===== config.mk =====
export PLATFORM = sky130hd
export DESIGN_NAME = pdds_controller
export DESIGN_NICKNAME = d
export VERILOG_FILES = /design/src/rtl/pdds_pkg.sv /design/src/rtl/pdds_controller.sv
export SDC_FILE = /design/constraint.sdc
export NUM_CORES = 1
export LEC_CHECK = 0
export BUFFER_PORTS_ARGS = -buffer_cell sky130_fd_sc_hd__buf_2
export CAP_MARGIN = 40
export CORE_MARGIN = 5
export CORE_UTILIZATION = 30
export CTS_CLUSTER_SIZE = 40
export DETAILED_ROUTE_END_ITERATION = 10
export PLACE_DENSITY = 0.5
export SYNTH_ARGS = -nofsm -noshare
export SYNTH_HDL_FRONTEND = slang
export SYNTH_SLANG_ARGS = --single-unit

===== constraint.sdc =====
create_clock -name clk -period 4.24 [get_ports clk]
set_input_delay 0.424 -clock clk [delete_from_list [all_inputs] [get_ports clk]]
set_output_delay 0.424 -clock clk [all_outputs]
set_load 0.02 [all_outputs]

===== src/rtl/pdds_pkg.sv =====
// Shared types and constants of the differential drive PID steering block.
package pdds_pkg;

	localparam int unsigned CFG_IDX_W  = 3;
	localparam int unsigned CFG_DATA_W = 16;

	localparam int unsigned ERR_W       = 17;
	localparam int unsigned MS_W        = 32;
	localparam int unsigned PROD_W      = 48;
	localparam int unsigned INC_W       = 26;
	localparam int unsigned INC_Q_W     = 17;
	localparam int unsigned RECIP_W     = 29;
	localparam int unsigned RECIP_SHIFT = 38;
	localparam int unsigned SCALE_W     = 10;
	localparam int unsigned DER_DIV_W   = 27;
	localparam int unsigned DER_W       = 28;
	localparam int unsigned ACC_W       = 46;
	localparam int unsigned CORR_W      = 24;

	typedef enum logic [CFG_IDX_W-1:0] {
		REG_GAIN_P     = 3'd0,
		REG_GAIN_I     = 3'd1,
		REG_GAIN_D     = 3'd2,
		REG_SETPOINT   = 3'd3,
		REG_BASE_SPEED = 3'd4
	} reg_idx_t;

	localparam logic [15:0]        GAIN_P_RST   = 16'd512;
	localparam logic [15:0]        GAIN_I_RST   = 16'd0;
	localparam logic [15:0]        GAIN_D_RST   = 16'd128;
	localparam logic signed [15:0] SETPOINT_RST = 16'sd0;
	localparam logic [7:0]         BASE_RST     = 8'd110;

	localparam logic signed [15:0]   INTEG_LIMIT = 16'sd25600;
	localparam logic [SCALE_W-1:0]   MS_PER_S    = 10'd1000;
	localparam logic signed [23:0]   CORR_MAX    = 24'sh7FFFFF;
	localparam logic signed [23:0]   CORR_MIN    = 24'sh800000;
	localparam logic [7:0]           DUTY_MAX    = 8'd255;

	// cap the product just past the point where the integral clamps anyway
	localparam logic [INC_W-1:0]     INC_CAP     = 26'd51201000;
	localparam logic [RECIP_W-1:0]   RECIP_1000  = 29'd274877907;

	typedef struct packed {
		logic load;
		logic mul;
		logic div_start;
		logic integ;
		logic prod;
		logic sum;
		logic emit;
	} pdds_cmd_t;

	typedef struct packed {
		logic div_done;
		logic out_stall;
	} pdds_status_t;

endpackage


===== src/rtl/pdds_controller.sv =====
// Controller: sequences one sample through the datapath.
module pdds_controller (
	input  logic                   clk,
	input  logic                   arst_n,
	input  logic                   in_valid,
	output logic                   in_ready,
	input  pdds_pkg::pdds_status_t status,
	output pdds_pkg::pdds_cmd_t    cmd
);
	import pdds_pkg::*;

	typedef enum logic [7:0] {
		ST_IDLE  = 8'b0000_0001,
		ST_MUL   = 8'b0000_0010,
		ST_DIV   = 8'b0000_0100,
		ST_WAIT  = 8'b0000_1000,
		ST_INTEG = 8'b0001_0000,
		ST_PROD  = 8'b0010_0000,
		ST_SUM   = 8'b0100_0000,
		ST_OUT   = 8'b1000_0000
	} state_t;

	state_t state_q;
	state_t state_d;

	always_comb begin
		state_d = state_q;
		cmd     = '0;
		case (state_q)
			ST_IDLE: begin
				if (in_valid) begin
					cmd.load = 1'b1;
					state_d  = ST_MUL;
				end
			end
			ST_MUL: begin
				cmd.mul = 1'b1;
				state_d = ST_DIV;
			end
			ST_DIV: begin
				cmd.div_start = 1'b1;
				state_d       = ST_WAIT;
			end
			ST_WAIT: begin
				if (status.div_done) begin
					state_d = ST_INTEG;
				end
			end
			ST_INTEG: begin
				cmd.integ = 1'b1;
				state_d   = ST_PROD;
			end
			ST_PROD: begin
				cmd.prod = 1'b1;
				state_d  = ST_SUM;
			end
			ST_SUM: begin
				cmd.sum = 1'b1;
				state_d = ST_OUT;
			end
			ST_OUT: begin
				if (!status.out_stall) begin
					cmd.emit = 1'b1;
					state_d  = ST_IDLE;
				end
			end
			default: begin
				state_d = ST_IDLE;
			end
		endcase
	end

	always_ff @(posedge clk or negedge arst_n) begin
		if (!arst_n) begin
			state_q <= ST_IDLE;
		end else begin
			state_q <= state_d;
		end
	end

	assign in_ready = (state_q == ST_IDLE);

endmodule

Word level (Yosys, flattened, before mapping)
Index checks and enable logic that the tools add are counted.
- mux-type cells: 13
- reduce and logical (&&, ||, !) cells: 1
- equal/unequal tests: 11
- operator list (cell ; number):
    8-bit one-hot mux with 8 select lines ; 1
    8-bit two-way mux ; 3
    1-bit two-way mux ; 9
    8-bit by 1-bit equality test with 1-bit output, second input constant ; 1
    8-bit by 2-bit equality test with 1-bit output, second input constant ; 1
    8-bit by 3-bit equality test with 1-bit output, second input constant ; 1
    8-bit by 4-bit equality test with 1-bit output, second input constant ; 1
    8-bit by 5-bit equality test with 1-bit output, second input constant ; 1
    8-bit by 6-bit equality test with 1-bit output, second input constant ; 1
    8-bit by 7-bit equality test with 1-bit output, second input constant ; 1
    8-bit equality test, second input constant ; 1
    2-bit inequality test, second input constant ; 3
    3-bit AND reduction ; 1
- input bits: 5
- register bits after elaboration: 8
- logic and storage cells: 26
- output and inout port bits: 8

Logic depth before layout (Yosys ltp)
- word-level depth: 3
- mapped depth: 5
- mapped depth without buffers: 5

Least setup slack after synthesis
OpenSTA, ideal clock, no wires.
- kind: reg2out
- start point: register state_q[1]
- end point: output cmd[0] (netlist bit)
- data arrival time: 1.683 ns
- path buffers: 0
- required time: 3.816 ns
- stages on the path, launching flop included: 4
- path slack: 2.133 ns
- path through: dfrtp_1 nor4_1 nand2_1 nor4b_1
- RTL lines (element ; RTL line ; source):
    start: declaration ; pdds_controller.sv:23 ; state_t state_q;
    start signal: assignment ; pdds_controller.sv:77 ; state_q <= state_d;
    end: declaration ; pdds_controller.sv:8 ; output pdds_pkg::pdds_cmd_t cmd

==> flow_summary.html <==
<table>
<tr><th>Metric</th><th>Value</th></tr>
<tr><th colspan="2">Setup path</th></tr>
<tr><td>Bufs and invs on worst path</td><td>1</td></tr>
<tr><td>Critical Path Slowest Stage Cell</td><td>sky130_fd_sc_hd__nor4_1</td></tr>
<tr><td>Worst reg-to-reg setup slack</td><td>roughly 2.7 ns</td></tr>
<tr><td>Nature of the critical path startpoint</td><td>register</td></tr>
<tr><td>Cell-by-cell listing of the critical path</td><td>nor4_1 -&gt; nand2_1 -&gt; nor4b_1 -&gt; buf_2</td></tr>
<tr><td>Required @ worst endpoint</td><td>~3.8 ns</td></tr>
<tr><td>Kind of capture point of the worst setup path</td><td>output pin</td></tr>
<tr><td>Worst Path Arrival</td><td>~1.8 ns</td></tr>
<tr><td>Critical-path maximum fanout</td><td>5</td></tr>
<tr><td>Type of the worst setup path</td><td>register to output pin</td></tr>
<tr><td>End of the worst register-to-register path</td><td>state_q[0]$_DFFE_PN1P_</td></tr>
<tr><td>Worst R2R Path Depth</td><td>5</td></tr>
<tr><td>Stages on the worst setup path</td><td>4</td></tr>
<tr><td>Worst path max stage delay</td><td>between 0.4 and 0.5 ns</td></tr>
<tr><td>Worst reg2reg path startpoint</td><td>state_q[1]$_DFFE_PN0P_</td></tr>
<tr><td>Kind of cell adding the most delay to the critical path</td><td>simple AND/OR/NAND/NOR gates</td></tr>
<tr><th colspan="2">Final layout</th></tr>
<tr><td>Most flop-heavy register</td><td>state_q</td></tr>
<tr><td>Area grow syn2layout</td><td>25.8%</td></tr>
<tr><td>Final antenna diode count</td><td>0</td></tr>
<tr><td>Filler instances</td><td>between 150 and 200</td></tr>
<tr><td>Net count of the finished layout</td><td>72</td></tr>
<tr><td>Share of cells above drive strength 1</td><td>0.318</td></tr>
<tr><td>Flip-flop count of the largest register after layout</td><td>8</td></tr>
<tr><td>Regs by FF count</td><td>state_q: 8 flops</td></tr>
<tr><th colspan="2">Synthesis</th></tr>
<tr><td>Post-Synthesis Cells</td><td>49</td></tr>
<tr><td>Syn nets</td><td>between 50 and 60</td></tr>
<tr><td>Sequential element share of the synthesized area</td><td>0.446</td></tr>
<tr><td>Avg Inst Size Synth</td><td>9.22 µm²</td></tr>
<tr><td>Number of library cell types mapped by synthesis</td><td>25</td></tr>
<tr><td>YS warnings</td><td>0</td></tr>
<tr><td>Number of flip-flops and latches in the synthesized netlist</td><td>8</td></tr>
<tr><td>Area of the mapped netlist</td><td>452 µm²</td></tr>
<tr><th colspan="2">Global route</th></tr>
<tr><td>Leftover overflow at the end of global routing</td><td>0</td></tr>
<tr><td>Wire length of the first global-routing pass</td><td>1700 µm</td></tr>
<tr><td>Antenna violations before repair</td><td>0</td></tr>
<tr><td>Global routing usage summed across all routing layers</td><td>0.0966</td></tr>
<tr><td>Via count of the first global-routing pass</td><td>383</td></tr>
<tr><td>Pin count of the biggest net entering global routing</td><td>9</td></tr>
<tr><th colspan="2">Pwr</th></tr>
<tr><td>Leakage</td><td>around 0.26 nW</td></tr>
<tr><td>IR drop worst, VDD</td><td>about 210 µV</td></tr>
<tr><td>Total power draw</td><td>around 0.00033 W</td></tr>
<tr><td>Total power divided by cell area</td><td>582 nW/µm²</td></tr>
<tr><th colspan="2">Timing</th></tr>
<tr><td>Number of endpoints with negative hold slack in the final report</td><td>0</td></tr>
<tr><td>Final sum of negative setup slack</td><td>0 ns</td></tr>
<tr><td>Unrepaired setup endpoints after global routing</td><td>no</td></tr>
<tr><td>Maximum clock skew at final layout</td><td>~0.0023 ns</td></tr>
<tr><td>Worst-margin pin slew</td><td>roughly 0.54 ns</td></tr>
<tr><td>Final Max Tran Viols</td><td>0</td></tr>
<tr><td>Final setup violating endpoints</td><td>0</td></tr>
<tr><td>Minimum period implied by the final worst setup slack</td><td>between 2 and 2.5 ns</td></tr>
<tr><td>Maximum clock frequency</td><td>between 0.4 and 0.5 GHz</td></tr>
<tr><td>Final clock period utilization by the worst path</td><td>0.519</td></tr>
<tr><td>Headroom to the max-slew limit</td><td>0.636</td></tr>
<tr><th colspan="2">Floorplanning</th></tr>
<tr><td>Number of placed I/O pins</td><td>13</td></tr>
<tr><td>Die outline area</td><td>between 2000 and 2500 µm²</td></tr>
<tr><td>Starting Density</td><td>0.307</td></tr>
<tr><td>Die height</td><td>slightly below 50 µm</td></tr>
<tr><td>Floorplan Core Area</td><td>1470 µm²</td></tr>
<tr><td>Num rows</td><td>14</td></tr>
<tr><td>Die X</td><td>slightly below 50 µm</td></tr>
<tr><th colspan="2">Detailed routing</th></tr>
<tr><td>Initial DRT Pass Iterations</td><td>4</td></tr>
<tr><td>Drt first-iter violations</td><td>4</td></tr>
<tr><td>Count of antenna-violating nets left after detailed routing</td><td>0</td></tr>
<tr><td>Total vias in the final route</td><td>around 420</td></tr>
<tr><td>Routed wire length per instance</td><td>12.8 µm</td></tr>
<tr><td>DRC violations left</td><td>0</td></tr>
<tr><td>Sum of routed wire length over all layers</td><td>1050 µm</td></tr>
<tr><td>Via density per instance</td><td>about 5.1</td></tr>
<tr><th colspan="2">CTS</th></tr>
<tr><td>CTS Buffer Depth</td><td>2</td></tr>
<tr><td>Clock tree from TritonCTS</td><td>yes</td></tr>
<tr><td>Resized cells post-CTS</td><td>0</td></tr>
<tr><td>Number of sinks on the clock net</td><td>8</td></tr>
<tr><td>CTS clk-pin slew, worst paths</td><td>0.06 ns</td></tr>
<tr><td>Root cell of the clock tree</td><td>sky130_fd_sc_hd__clkbuf_4</td></tr>
<tr><td>CTS H-tree lvls</td><td>1</td></tr>
<tr><td>Total clock buffers created by CTS</td><td>3</td></tr>
<tr><td>Source-to-sink clock delay at the later pin of the worst-skew pair</td><td>between 0.2 and 0.3 ns</td></tr>
<tr><td>Cts hold-fix bufs</td><td>1</td></tr>
<tr><td>Number of setup buffers added after CTS</td><td>0</td></tr>
<tr><th colspan="2">Hold path</th></tr>
<tr><td>Class of the most critical hold timing path</td><td>primary input to register</td></tr>
<tr><td>Worst hold path startpoint</td><td>in_valid</td></tr>
<tr><td>Endpoint of the worst hold path</td><td>state_q[1]$_DFFE_PN0P_</td></tr>
<tr><td>Number of cells on the worst hold path</td><td>2</td></tr>
<tr><th colspan="2">Status</th></tr>
<tr><td>Outcome</td><td>completed</td></tr>
<tr><th colspan="2">Placed design</th></tr>
<tr><td>Global placer's final weighted congestion</td><td>0.694</td></tr>
<tr><td>Detail Placement HPWL</td><td>between 700 and 800 µm</td></tr>
<tr><td>Number of buffer cells added on primary ports</td><td>12</td></tr>
<tr><th colspan="2">Flow run</th></tr>
<tr><td>Max-capacitance violation count</td><td>0</td></tr>
</table>
[per-layer routing]
metal  wire length (µm)  vias to the layer above  share of wire  global-route usage
li1                   -                      212              -                   -
met1                511                      190           0.49               0.117
met2                435                       12           0.42               0.126
met3                 48                        5          0.046              0.0275
met4                 53                        0          0.051               0.108
met5                  0                        -              0                   0
[area by class of cell]
class / instances / area [µm²] / share of cell area
Inverter: 1 / 3.75 / 0.00661
Clock buffer: 4 / 26.3 / 0.0463
Multi-Input combinational cell: 40 / 246 / 0.434
Timing Repair Buffer: 13 / 70.1 / 0.123
Tap cell: 16 / 20.0 / 0.0352
Sequential cell: 8 / 201 / 0.355
[worst max-delay path by stage]
| stage | endpoint | slack (ns) | startpoint |
|---|---|---|---|
| 3_3_place_gp | cmd[0] | 2.35 | state_q[1]$_DFFE_PN0P_ |
| 5_1_grt | cmd[0] | 1.77 | state_q[1]$_DFFE_PN0P_ |
| 2_1_floorplan | cmd[0] | 2.13 | state_q[1]$_DFFE_PN0P_ |
| 3_5_place_dp | cmd[0] | 2.32 | state_q[1]$_DFFE_PN0P_ |
| 4_1_cts | cmd[0] | 2.02 | state_q[1]$_DFFE_PN0P_ |
| 6_report | cmd[0] | 2.04 | state_q[1]$_DFFE_PN0P_ |
[cells in the mapped netlist (all sizes together)]
library cell / count / share of area
a31oi: 1 / 0.014
a221oi: 1 / 0.033
a21oi: 2 / 0.022
or2b: 2 / 0.036
o31ai: 1 / 0.017
nor2: 10 / 0.083
o22ai: 1 / 0.014
nand3b: 1 / 0.017
and3: 3 / 0.044
inv: 1 / 0.0083
nand2: 2 / 0.017
dfrtp: 7 / 0.39
nor4b: 3 / 0.058
dfstp: 1 / 0.058
a211oi: 1 / 0.028
nand3: 1 / 0.011
nand2b: 3 / 0.042
and2: 2 / 0.028
nor3: 2 / 0.022
or4: 1 / 0.017
nor4: 1 / 0.014
or2: 1 / 0.014
a21boi: 1 / 0.017
[through the flow]
stage	setup WS [ns]	hold WS (ns)	util	instances	area, µm²
final	2.04	0.403	0.386	82	568
after global routing	1.77	0.422	0.386	82	568
after CTS	2.02	0.397	0.386	82	568
after detailed placement	2.32	0.280	0.361	77	532
after global placement	2.35	0.283	0.361	77	532
after floorplan	2.13	0.128	-	49	452
[cells by family (layout without fill, tap and decap cells)]
| group | after synthesis | after routing | synth area share |
|---|---|---|---|
| buf+inv | 1 | 18 | 0.00830 |
| compound gates | 8 | 8 | 0.144 |
| simple gates | 32 | 32 | 0.402 |
| flops | 8 | 8 | 0.446 |
[power breakdown]
| group | internal [W] | leakage (nW) | switching, W |
|---|---|---|---|
| Clock | 0.0000364 | 0.0150 | 0.0000315 |
| Sequential | 0.0000941 | 0.107 | 0.0000158 |
| Combinational | 0.0000617 | 0.137 | 0.0000912 |
| Total | 0.000192 | 0.259 | 0.000138 |
[cells in the final DEF, fill, tap and decap left out, drive strengths merged, types with 2 or more instances in the layout]
cell type,n
buf,12
nor2,10
dfrtp,7
clkbuf,4
nand2b,3
nor4b,3
and3,3
nand2,2
and2,2
nor3,2
a21oi,2
or2b,2
Power figures use the tool's default switching activity.
